`src/sv/frp_pkg.sv`:
```
`default_nettype none
// ----------------------------------------------------------------------------
// frp_pkg
// Shared types and constants of the receive-side opcode frame parser.
// ----------------------------------------------------------------------------
package frp_pkg;

   localparam int unsigned CSR_ADDR_W  = 4;
   localparam int unsigned CSR_DATA_W  = 32;
   localparam int unsigned RSP_TDATA_W = 104;

   localparam logic [1:0] REG_NOP      = 2'd0;
   localparam logic [1:0] REG_TRANSFER = 2'd1;
   localparam logic [1:0] REG_MESSAGE  = 2'd2;

   localparam logic [7:0] NOP_RESET      = 8'd0;
   localparam logic [7:0] TRANSFER_RESET = 8'd1;
   localparam logic [7:0] MESSAGE_RESET  = 8'd2;

   localparam logic [2:0] PH_OPCODE = 3'd0;
   localparam logic [2:0] PH_T_HDR  = 3'd1;
   localparam logic [2:0] PH_T_PAY  = 3'd2;
   localparam logic [2:0] PH_M_HDR  = 3'd3;
   localparam logic [2:0] PH_M_PAY  = 3'd4;

   localparam logic [2:0] KIND_T_HDR  = 3'd0;
   localparam logic [2:0] KIND_T_PAY  = 3'd1;
   localparam logic [2:0] KIND_M_HDR  = 3'd2;
   localparam logic [2:0] KIND_M_PAY  = 3'd3;
   localparam logic [2:0] KIND_UNKNOWN = 3'd4;

   localparam logic [3:0] TRANSFER_HDR_BYTES = 4'd9;
   localparam logic [3:0] MESSAGE_SIZE_BYTE  = 4'd1;
   localparam logic [3:0] MESSAGE_HDR_BYTES  = 4'd3;
   localparam logic [7:0] MSG_LIMIT          = 8'd32;

   typedef struct packed {
      logic [7:0] nop_code;
      logic [7:0] transfer_code;
      logic [7:0] message_code;
   } csr_type;

   typedef struct packed {
      logic [2:0]  kind;
      logic [63:0] entry_key;
      logic [15:0] sender_id;
      logic [7:0]  payload_size;
      logic [7:0]  data_byte;
      logic        too_long;
      logic        last;
   } rsp_type;

endpackage
`default_nettype wire

```
`src/sv/frp_csr.sv`:
```
`default_nettype none
// ----------------------------------------------------------------------------
// frp_csr
// Opcode registers behind a simple peripheral bus port.
// ----------------------------------------------------------------------------
module frp_csr
   import frp_pkg::*;
(
   input  wire logic                  clock,
   input  wire logic                  reset,
   input  wire logic                  csr_psel,
   input  wire logic                  csr_penable,
   input  wire logic                  csr_pwrite,
   input  wire logic [CSR_ADDR_W-1:0] csr_paddr,
   input  wire logic [CSR_DATA_W-1:0] csr_pwdata,
   output logic      [CSR_DATA_W-1:0] csr_prdata,
   output logic                       csr_pready,
   output csr_type                    codes
);

   csr_type    regs_ff;
   csr_type    regs_in;
   logic [1:0] index;
   logic       wr_fire;

   assign index      = csr_paddr[3:2];
   assign wr_fire    = csr_psel & csr_penable & csr_pwrite;
   assign csr_pready = 1'b1;
   assign codes      = regs_ff;

   always_comb begin
      regs_in = regs_ff;
      if (wr_fire) begin
         case (index)
            REG_NOP:      regs_in.nop_code      = csr_pwdata[7:0];
            REG_TRANSFER: regs_in.transfer_code = csr_pwdata[7:0];
            REG_MESSAGE:  regs_in.message_code  = csr_pwdata[7:0];
            default:      regs_in = regs_ff;
         endcase
      end
   end

   always_comb begin
      case (index)
         REG_NOP:      csr_prdata = {24'd0, regs_ff.nop_code};
         REG_TRANSFER: csr_prdata = {24'd0, regs_ff.transfer_code};
         REG_MESSAGE:  csr_prdata = {24'd0, regs_ff.message_code};
         default:      csr_prdata = '0;
      endcase
   end

   always_ff @(posedge clock) begin
      if (reset) begin
         regs_ff.nop_code      <= NOP_RESET;
         regs_ff.transfer_code <= TRANSFER_RESET;
         regs_ff.message_code  <= MESSAGE_RESET;
      end else begin
         regs_ff <= regs_in;
      end
   end

endmodule
`default_nettype wire

```
`src/sv/frp_core.sv`:
```
`default_nettype none
// ----------------------------------------------------------------------------
// frp_core
// Frame state and single-pass decode of one received byte.
// ----------------------------------------------------------------------------
module frp_core
   import frp_pkg::*;
(
   input  wire logic       clock,
   input  wire logic       reset,
   input  wire logic       in_fire,
   input  wire logic [7:0] in_byte,
   input  wire csr_type    codes,
   output logic            res_valid,
   output rsp_type         res
);

   logic [2:0]  phase_ff, phase_in;
   logic [3:0]  hdr_cnt_ff, hdr_cnt_in;
   logic [7:0]  remaining_ff, remaining_in;
   logic [63:0] key_ff, key_in;
   logic [15:0] client_ff, client_in;
   logic [7:0]  size_ff, size_in;
   logic [3:0]  cnt_inc;
   logic [7:0]  rem_dec;
   logic        over_limit;

   assign cnt_inc    = hdr_cnt_ff + 4'd1;
   assign rem_dec    = remaining_ff - 8'd1;
   assign over_limit = (size_ff > MSG_LIMIT);

   always_comb begin
      phase_in     = phase_ff;
      hdr_cnt_in   = hdr_cnt_ff;
      remaining_in = remaining_ff;
      key_in       = key_ff;
      client_in    = client_ff;
      size_in      = size_ff;
      res_valid    = 1'b0;
      res          = '0;
      case (phase_ff)
         PH_T_HDR: begin
            hdr_cnt_in = cnt_inc;
            if (cnt_inc < TRANSFER_HDR_BYTES) begin
               key_in = {in_byte, key_ff[63:8]};
            end else begin
               size_in          = in_byte;
               remaining_in     = in_byte;
               phase_in         = (in_byte == 8'd0) ? PH_OPCODE : PH_T_PAY;
               res_valid        = 1'b1;
               res.kind         = KIND_T_HDR;
               res.entry_key    = key_ff;
               res.payload_size = in_byte;
               res.last         = (in_byte == 8'd0);
            end
         end
         PH_T_PAY: begin
            remaining_in = rem_dec;
            if (rem_dec == 8'd0) begin
               phase_in = PH_OPCODE;
            end
            res_valid        = 1'b1;
            res.kind         = KIND_T_PAY;
            res.payload_size = size_ff;
            res.data_byte    = in_byte;
            res.last         = (rem_dec == 8'd0);
         end
         PH_M_HDR: begin
            hdr_cnt_in = cnt_inc;
            if (cnt_inc == MESSAGE_SIZE_BYTE) begin
               size_in      = in_byte;
               remaining_in = in_byte;
            end else begin
               client_in = {in_byte, client_ff[15:8]};
               if (cnt_inc >= MESSAGE_HDR_BYTES) begin
                  phase_in         = (size_ff == 8'd0) ? PH_OPCODE : PH_M_PAY;
                  res_valid        = 1'b1;
                  res.kind         = KIND_M_HDR;
                  res.sender_id    = {in_byte, client_ff[15:8]};
                  res.payload_size = size_ff;
                  res.too_long     = over_limit;
                  res.last         = (size_ff == 8'd0);
               end
            end
         end
         PH_M_PAY: begin
            remaining_in = rem_dec;
            if (rem_dec == 8'd0) begin
               phase_in = PH_OPCODE;
            end
            res_valid        = 1'b1;
            res.kind         = KIND_M_PAY;
            res.payload_size = size_ff;
            res.data_byte    = in_byte;
            res.too_long     = over_limit;
            res.last         = (rem_dec == 8'd0);
         end
         default: begin
            phase_in     = PH_OPCODE;
            hdr_cnt_in   = 4'd0;
            remaining_in = 8'd0;
            key_in       = 64'd0;
            client_in    = 16'd0;
            size_in      = 8'd0;
            if (in_byte == codes.nop_code) begin
               phase_in = PH_OPCODE;
            end else if (in_byte == codes.transfer_code) begin
               phase_in = PH_T_HDR;
            end else if (in_byte == codes.message_code) begin
               phase_in = PH_M_HDR;
            end else begin
               res_valid     = 1'b1;
               res.kind      = KIND_UNKNOWN;
               res.data_byte = in_byte;
               res.last      = 1'b1;
            end
         end
      endcase
   end

   always_ff @(posedge clock) begin
      if (reset) begin
         phase_ff     <= PH_OPCODE;
         hdr_cnt_ff   <= 4'd0;
         remaining_ff <= 8'd0;
         key_ff       <= 64'd0;
         client_ff    <= 16'd0;
         size_ff      <= 8'd0;
      end else if (in_fire) begin
         phase_ff     <= phase_in;
         hdr_cnt_ff   <= hdr_cnt_in;
         remaining_ff <= remaining_in;
         key_ff       <= key_in;
         client_ff    <= client_in;
         size_ff      <= size_in;
      end
   end

endmodule
`default_nettype wire

```
`src/sv/frp_out.sv`:
```
`default_nettype none
// ----------------------------------------------------------------------------
// frp_out
// Result register between the decode logic and the result channel.
// ----------------------------------------------------------------------------
module frp_out
   import frp_pkg::*;
(
   input  wire logic    clock,
   input  wire logic    reset,
   input  wire logic    in_fire,
   input  wire logic    res_valid,
   input  wire rsp_type res,
   input  wire logic    out_ready,
   output logic         out_valid,
   output logic         can_load,
   output rsp_type      out_res
);

   logic    valid_ff, valid_in;
   rsp_type res_ff;

   assign can_load  = ~valid_ff | out_ready;
   assign out_valid = valid_ff;
   assign out_res   = res_ff;

   always_comb begin
      valid_in = valid_ff;
      if (can_load) begin
         valid_in = in_fire & res_valid;
      end
   end

   always_ff @(posedge clock) begin
      if (reset) begin
         valid_ff <= 1'b0;
      end else begin
         valid_ff <= valid_in;
      end
   end

   always_ff @(posedge clock) begin
      if (in_fire & res_valid) begin
         res_ff <= res;
      end
   end

endmodule
`default_nettype wire

```
`src/sv/rx_opcode_frame_parser.sv`:
```
`default_nettype none
// ----------------------------------------------------------------------------
// rx_opcode_frame_parser
// Splits a received byte stream into transfer and message frames by opcode.
//
// Channels: req_* carries one received byte per transfer in req_tdata.
// rsp_* carries one result per transfer: rsp_tuser holds the kind (transfer
// header, transfer payload, message header, message payload, unknown
// opcode), rsp_tlast marks the final result of a frame and rsp_tdata holds
// key, client id, size, data byte and the oversized-message flag.
// Keep-alive bytes and header bytes before the last one give no result.
// The csr_* port holds the keep-alive, transfer and message opcodes.
// Throughput: one byte per cycle while no result waits on rsp_tready (see
// Stall). Output: a result appears on rsp_* in the cycle after the byte
// that completes it is accepted, set by the single result register.
// Reset: opcodes return to 0, 1 and 2, the parser waits for an opcode and
// the result register empties.
// Stall: while a result waits on a low rsp_tready, req_tready drops; it
// rises again in the cycle the waiting result is taken.
// ----------------------------------------------------------------------------
module rx_opcode_frame_parser
   import frp_pkg::*;
(
   input  wire logic                   clock,
   input  wire logic                   reset,
   input  wire logic                   req_tvalid,
   output logic                        req_tready,
   input  wire logic [7:0]             req_tdata,   // [7:0] rx_byte
   output logic                        rsp_tvalid,
   input  wire logic                   rsp_tready,
   // [63:0] entry_key, [79:64] sender_id, [87:80] payload_size,
   // [95:88] data_byte, [96] too_long, [103:97] zero
   output logic [RSP_TDATA_W-1:0]      rsp_tdata,
   output logic [2:0]                  rsp_tuser,   // [2:0] kind
   output logic                        rsp_tlast,
   input  wire logic                   csr_psel,
   input  wire logic                   csr_penable,
   input  wire logic                   csr_pwrite,
   input  wire logic [CSR_ADDR_W-1:0]  csr_paddr,
   input  wire logic [CSR_DATA_W-1:0]  csr_pwdata,
   output logic      [CSR_DATA_W-1:0]  csr_prdata,
   output logic                        csr_pready
);

   csr_type codes;
   rsp_type res;
   rsp_type out_res;
   logic    res_valid;
   logic    can_load;
   logic    in_fire;

   assign req_tready = can_load;
   assign in_fire    = req_tvalid & can_load;

   frp_csr u_csr (
      .clock       (clock),
      .reset       (reset),
      .csr_psel    (csr_psel),
      .csr_penable (csr_penable),
      .csr_pwrite  (csr_pwrite),
      .csr_paddr   (csr_paddr),
      .csr_pwdata  (csr_pwdata),
      .csr_prdata  (csr_prdata),
      .csr_pready  (csr_pready),
      .codes       (codes)
   );

   frp_core u_core (
      .clock     (clock),
      .reset     (reset),
      .in_fire   (in_fire),
      .in_byte   (req_tdata),
      .codes     (codes),
      .res_valid (res_valid),
      .res       (res)
   );

   frp_out u_out (
      .clock     (clock),
      .reset     (reset),
      .in_fire   (in_fire),
      .res_valid (res_valid),
      .res       (res),
      .out_ready (rsp_tready),
      .out_valid (rsp_tvalid),
      .can_load  (can_load),
      .out_res   (out_res)
   );

   assign rsp_tdata = {7'd0, out_res.too_long, out_res.data_byte, out_res.payload_size,
                       out_res.sender_id, out_res.entry_key};
   assign rsp_tuser = out_res.kind;
   assign rsp_tlast = out_res.last;

endmodule
`default_nettype wire
```
`config.mk`:
```
export PLATFORM = sky130hd
export DESIGN_NAME = rx_opcode_frame_parser
export DESIGN_NICKNAME = d
export VERILOG_FILES = /design/src/sv/frp_pkg.sv /design/src/sv/frp_csr.sv /design/src/sv/frp_core.sv /design/src/sv/frp_out.sv /design/src/sv/rx_opcode_frame_parser.sv
export SDC_FILE = /design/constraint.sdc
export NUM_CORES = 1
export LEC_CHECK = 0
export ABC_AREA = 1
export BUFFER_PORTS_ARGS = -buffer_cell sky130_fd_sc_hd__buf_2
export CELL_PAD_IN_SITES_DETAIL_PLACEMENT = 0
export CELL_PAD_IN_SITES_GLOBAL_PLACEMENT = 1
export CORE_MARGIN = 4
export CORE_UTILIZATION = 30
export DETAILED_ROUTE_END_ITERATION = 16
export PLACE_DENSITY = 0.63
export SLEW_MARGIN = 15
export SYNTH_ARGS = -nofsm -noshare
export SYNTH_HDL_FRONTEND = slang
export SYNTH_HIERARCHICAL = 1
export SYNTH_SLANG_ARGS = --single-unit
```
`constraint.sdc`:
```
create_clock -name clock -period 9.7 [get_ports clock]
set_clock_uncertainty 0.15 [all_clocks]
set_input_delay 0 -clock clock [delete_from_list [all_inputs] [get_ports clock]]
set_output_delay 0 -clock clock [all_outputs]
set_load 0.01 [all_outputs]
```
## After elaboration in Yosys (flattened, before gate mapping)

Index checks and enable logic that the tools add are counted.

| cells by class | value |
|---|---|
| bitwise gates (word level) | 12 |
| divide/modulo/power cells | 0 |
| reductions and logical operators | 19 |
| multiply operators | 0 |
| shift-type cells | 0 |
| eq/ne operators | 16 |
| add/sub/neg operators | 2 |
| mux-type cells | 46 |
| magnitude comparators | 3 |

Operators by type and width:

| cell | count |
|---|---|
| 64-bit one-hot mux with 2 select lines | 1 |
| 8-bit one-hot mux with 3 select lines | 4 |
| 64-bit 2-to-1 mux | 1 |
| 8-bit 2-to-1 mux | 8 |
| 3-bit 2-to-1 mux | 11 |
| 16-bit one-hot mux with 2 select lines | 1 |
| 8-bit == test | 3 |
| 8-bit logical NOT | 3 |
| 16-bit 2-to-1 mux | 1 |
| 8-bit one-hot mux with 2 select lines | 1 |
| 3-bit one-hot mux with 4 select lines | 1 |
| 2-bit 2-to-1 mux | 5 |
| 3-bit one-hot mux with 3 select lines | 1 |
| 3-bit AND reduction | 3 |
| 3-bit OR reduction | 3 |
| 8-bit by 6-bit > comparator with 1-bit output, second input constant | 1 |
| 2-bit by 1-bit != test with 1-bit output, second input constant | 4 |
| 4-bit one-hot mux with 2 select lines | 1 |
| 2-bit AND reduction | 4 |
| 8-bit by 1-bit subtractor with 8-bit output, second input constant | 1 |
| 1-bit 2-to-1 mux | 7 |
| 1-bit NOT | 7 |
| 3-bit by 2-bit == test with 1-bit output, second input constant | 2 |
| 1-bit one-hot mux with 3 select lines | 2 |
| other kinds (16) | 22 |

| storage, ports and cells | value |
|---|---|
| bits in read-only memories | 0 |
| logic and storage cells | 115 |
| memories kept | 0 |
| RAM bits | 0 |
| output and inout bits | 143 |
| bits in registers | 229 |
| bits in latches | 0 |
| input port bits | 51 |

## Depth between registers and ports, before layout

| logic depth | value |
|---|---|
| depth in word-level cells | 6 |
| gate-level depth with buffers | 14 |

## Modules after synthesis

Netlist, hierarchy kept.

By module, submodules not included:

| module | area each (um^2) | instances | cells each |
|---|---|---|---|
| frp_core | 5,345.1 | 1 | 845 |
| frp_out | 3,079.2 | 1 | 107 |
| frp_csr | 1,391.3 | 1 | 208 |
| rx_opcode_frame_parser | 63.8 | 1 | 10 |

## Worst setup path before layout

OpenSTA, ideal clock, no wires.

| path | value |
|---|---|
| kind | register -> register |
| from | register u_core.hdr_cnt_ff[0] |
| to | register u_out.res_ff (netlist bit u_out/out_res[0]) (enable) |
| buffers on the path | 0 |
| clock period less this slack | 3,943 ps |
| stages on the path, launching flop included | 12 |
| arrival time | 3,338 ps |
| setup time | 454 ps |
| data required time | 9,096 ps |
| setup slack | 5,757 ps |
| cell sequence | dfxtp_1 > ha_1 > xnor2_1 > inv_1 > nor2_2 > nand2_1 > nand2_1 > nor2_4 > nor2_1 > nand3_1 > nand2_1 > inv_1 |

| between the ends | value |
|---|---|
| cells in the longest elaborated chain, start to end | 6 |
| elaborated cells on any way between the ends | 9 |
| those cells by class | 1 x add/sub; 2 x order compare; 1 x eq/ne; 4 x mux; 1 x bitwise |

Ends and longest elaborated chain:

| what | RTL line | RTL |
|---|---|---|
| from (decl) | frp_core.sv:19 | `logic [3:0] hdr_cnt_ff, hdr_cnt_in;` |
| from (signal assigned) | frp_core.sv:131 | `hdr_cnt_ff <= hdr_cnt_in;` |
| 4-bit by 1-bit adder with 4-bit output * | frp_core.sv:28 | `assign cnt_inc = hdr_cnt_ff + 4'd1;` |
| 4-bit by 2-bit >= comparator with 1-bit output | frp_core.sv:75 | `if (cnt_inc >= MESSAGE_HDR_BYTES) begin` |
| 1-bit 2-to-1 mux | frp_core.sv:75 |  |
| 1-bit 2-to-1 mux | frp_core.sv:70 | `if (cnt_inc == MESSAGE_SIZE_BYTE) begin` |
| 1-bit one-hot mux with 3 select lines * | frp_core.sv:41 | `case (phase_ff)` |
| via res_valid | rx_opcode_frame_parser.sv:48 | `logic res_valid;` |
| 1-bit bitwise AND * | frp_out.sv:43 | `if (in_fire & res_valid) begin` |
| to (signal assigned) | frp_out.sv:44 | `res_ff <= res;` |
| to (decl) | frp_out.sv:21 | `rsp_type res_ff;` |

Mark *: on every way through the listed nets, which the timed path passes. The rest lies on a longest branch.
A chain may end at the register's enable or synchronous reset.

## Worst setup path in the final report

| path | value |
|---|---|
| from | register u_core.phase_ff[1] |
| to | register u_out.res_ff (netlist bit u_out/out_res[25]) (enable) |

| between the ends | value |
|---|---|
| cells in the longest elaborated chain, start to end | 4 |
| elaborated cells on any way between the ends | 7 |
| those cells by class | 4 x eq/ne; 1 x mux; 1 x bitwise; 1 x reduce/logical |

Ends and longest elaborated chain:

| what | RTL line | RTL |
|---|---|---|
| from (decl) | frp_core.sv:18 | `logic [2:0] phase_ff, phase_in;` |
| from (signal assigned) | frp_core.sv:130 | `phase_ff <= phase_in;` |
| 3-bit by 2-bit == test with 1-bit output or 3-bit == test (tied branches) | frp_core.sv:41 |  |
| 2-bit OR reduction (no source line) | -- |  |
| 1-bit one-hot mux with 3 select lines * | frp_core.sv:41 |  |
| via res_valid | rx_opcode_frame_parser.sv:48 |  |
| 1-bit bitwise AND * | frp_out.sv:43 |  |

Marked as above.

==> impl_metrics.csv <==
group,metric,value,unit
layout,layout_common_cells,"nand2_1, nor2_1, inv_1",
power_and_ir_drop,ir_drop,0.1103,mV
job,maxCapViolCount,0,
setup_path,r2r-end,"u_out/out_res[25]",
detailed_routing,first_iter_violations,432,
setup_path,crit_arrival,3.79,ns
sta,worst_pin_slew,1.066,ns
sta,hold_slack,0.05583,ns
sta,period_share,0.3902,
detailed_routing,vias_per_cell,4.277,
detailed_routing,vias,7626,
setup_path,ff2ff_path_depth,9,
min_path,hp-start,"reset",
power_and_ir_drop,cellLeakagePower,4.636,nW
layout,n_antenna_cell,0,
synthesis,ys.flop_type,"dfxtp_1",
global_route,antenna_found_initial,0,
floorplanning,fp.dieH,189.5,µm
floorplanning,start_util,0.3036,
setup_path,crit_path_cell_trace,"inv_1, nor3_4, inv_1, nor2_4, nor2_1, nand3_1, nand2_1, inv_4, buf_4",
sta,layout_setup_ws,5.915,ns
synthesis,netlist_area,9879,µm²
detailed_routing,ant_nets,0,
floorplanning,io_pins,194,
synthesis,ys_warn_count,6,
cts,clock_latency,0.54,ns
layout,nets,1378,
setup_path,required,9.70,ns
setup_path,crit_path_end_kind,"flop",
min_path,min_path_cells,3,
sta,slew_headroom,0.2895,
min_path,hp-class,"primary input to flop",
sta,layout_min_cycle_time,3.785,ns
synthesis,ys_seq_area_frac,0.5502,
min_path,whs_endpoint,"u_core/hdr_cnt_ff[3]",
synthesis,synth_edf_count,101,
setup_path,r2r-start,"u_core/phase_ff[1]",
layout,final_common_cell,"nand2_1",
cts,cts_buffer_depth,3,
layout,num-fill-cells,3455,
run_status,status,"completed",
power_and_ir_drop,p_clk_frac,0.321,
cts,cts_tree,"built",
sta,slew_violations,0,
setup_path,critPathTopFamily,"buffers and inverters",
setup_path,critPathBufInv,4,
global_route,grt_pass1_wl,40720,µm
floorplanning,rows,66,
sta,max_freq,264.2,MHz
power_and_ir_drop,p_int,2.073,mW
sta,finalSetupTns,0,ns
synthesis,postSynthAreaPerCell,8.444,µm²
sta,rsz0062_at_grt,"false",
global_route,grt_max_degree,79,
power_and_ir_drop,power.density,260.4,nW/µm²
synthesis,netlist_instances,1170,
synthesis,yosysTopAreaCell,"edfxtp_1",
cts,postCtsSetupBuffers,0,
global_route,grtUsageTotal,0.1398,
setup_path,reg2reg_slack,5.91,ns
synthesis,synthTopCellsByArea,"edfxtp_1, dfxtp_1, nand2_1",
cts,htreeDepth,1,
synthesis,synthArstFlopShare,0,
power_and_ir_drop,total_power,3.111,mW
detailed_routing,routed_wl,25520,µm
place,dp_hpwl,16890,µm
cts,cts_sinks,221,
detailed_routing,drc,0,
floorplanning,core,32540,µm²
setup_path,worstSetupStartpointType,"flop",
sta,hold_viol_final,0,
setup_path,crit_type,"flop to flop",
synthesis,synth_cell_types,36,
power_and_ir_drop,seqPwrFrac,0.420,
cts,cts_root_buffer,"clkbuf_16",
floorplanning,die_x,189.5,µm
detailed_routing,wl_per_cell,14.31,µm
floorplanning,die_area,35900,µm²
setup_path,crit_fanout,76,
synthesis,ys_ff_latch,221,
synthesis,synth_top_area_share,0.3070,
layout,drive_above_1_share,0.1723,
power_and_ir_drop,swShare,0.3336,
setup_path,max_stage_delay,0.80,ns
place,gp_congestion,0.7825,
cts,clkTransAtPathRegs,0.06,ns
layout,seq_area,5435,µm²
place,port_buffers,135,
layout,multiInputGateArea,3453,µm²
global_route,grt_pass1_vias,7345,
setup_path,crit_path_frequent_cell,"inv_1",
global_route,overflow,0,
layout,area_growth,20.92,%
setup_path,cp_slowest_cell,"buf_4",
power_and_ir_drop,pwr-share-comb,0.259,
place,pre_cts_ws,5.853,ns
cts,cts_made_buffers,25,
detailed_routing,firstDrtPassIters,4,
power_and_ir_drop,p_switching,1.038,mW
sta,setup_viol,0,
==> per-stage QoR <==
| step | instance area (µm²) | cells | utilization |
|---|---|---|---|
| 6_report | 11950 | 1783 | 0.3672 |
| 3_5_place_dp | 10690 | 1699 | 0.3284 |
| 5_1_grt | 11950 | 1783 | 0.3672 |
| 2_1_floorplan | 9988 | 1199 | - |
| 3_3_place_gp | 10690 | 1699 | 0.3284 |
| 4_1_cts | 11950 | 1783 | 0.3672 |
==> worst min-delay path: stages <==
cell and delay [ns]:
buf_2 0.09, buf_4 0.34, a21oi_1 0.22
==> synth_stat cells (10+ instances only) <==
cell type  count
a21oi_1       82
buf_2         14
buf_4         41
buf_6         12
dfxtp_1      120
edfxtp_1     101
inv_1        138
nand2_1      302
nand3_1       46
nand4_1       10
nor2_1       193
o21ai_0       25
==> power by group through the flow <==
| stage | combinational, mW | sequential, mW | clock [mW] |
|---|---|---|---|
| detailed placement | 0.809 | 1.33 | 0 |
| global route | 0.899 | 1.33 | 1.07 |
| global placement | 0.806 | 1.33 | 0 |
| CTS | 0.822 | 1.31 | 1.03 |
| finish | 0.805 | 1.31 | 0.999 |
| floorplan | 0.481 | 1.40 | 0 |
==> state kept, by name (all words and copies together), names as in the netlist <==
register	flops
u_csr/codes	24
u_core/size_ff	8
u_core/key_ff	64
u_core/hdr_cnt_ff	4
u_out/out_res	101
u_core/client_ff	8
u_core/phase_ff	3
u_out/out_valid	1
u_core/remaining_ff	8
==> layer usage <==
layer,wire length (µm),global-route usage,vias to the layer above
met5,0,0,-
met4,346,0.02671,0
met3,1369,0.02452,25
met2,12190,0.2376,170
met1,11610,0.1889,3506
li1,-,-,3925
==> cell families after synthesis <==
family / after synthesis / share of synthesized area
AOI/OAI and AO/OA: 125 / 0.07206
and+or+nand+nor: 579 / 0.2480
other: 3 / 0.001140
buffers and inverters: 226 / 0.1126
adders and majority gates: 5 / 0.006332
xor gates and xnor gates: 11 / 0.009752
DFF: 221 / 0.5502
==> final cells by class <==
| class | count | share of cell area |
|---|---|---|
| sequential | 221 | 0.4550 |
| timing repair buffer | 175 | 0.08965 |
| inverter | 147 | 0.04640 |
| multi-input combinational | 752 | 0.2891 |
| tap | 442 | 0.04629 |
| clock inverter | 16 | 0.01718 |
| clock buffer | 30 | 0.05645 |
==> timing repair <==
action                                  4_1_cts  5_1_grt
hold buffers                                 38        0
hold endpoints to repair                     63        0
endpoints found under the setup margin        0        0
resized for setup                             0        0
==> how the worst max path moves through the flow <==
stage	from	endpoint	slack (ns)	depth (start not counted)
2_1_floorplan	u_core/hdr_cnt_ff[0]	u_out/out_res[0]	5.76	11
3_3_place_gp	u_core/phase_ff[0]	u_out/out_res[47]	5.91	7
3_5_place_dp	u_core/phase_ff[0]	u_out/out_res[27]	5.85	7
4_1_cts	u_core/phase_ff[0]	u_out/out_res[67]	5.83	7
5_1_grt	u_core/phase_ff[0]	u_out/out_res[38]	5.52	7
6_report	u_core/phase_ff[1]	u_out/out_res[25]	5.91	9
(Power assumes the default switching activity.)
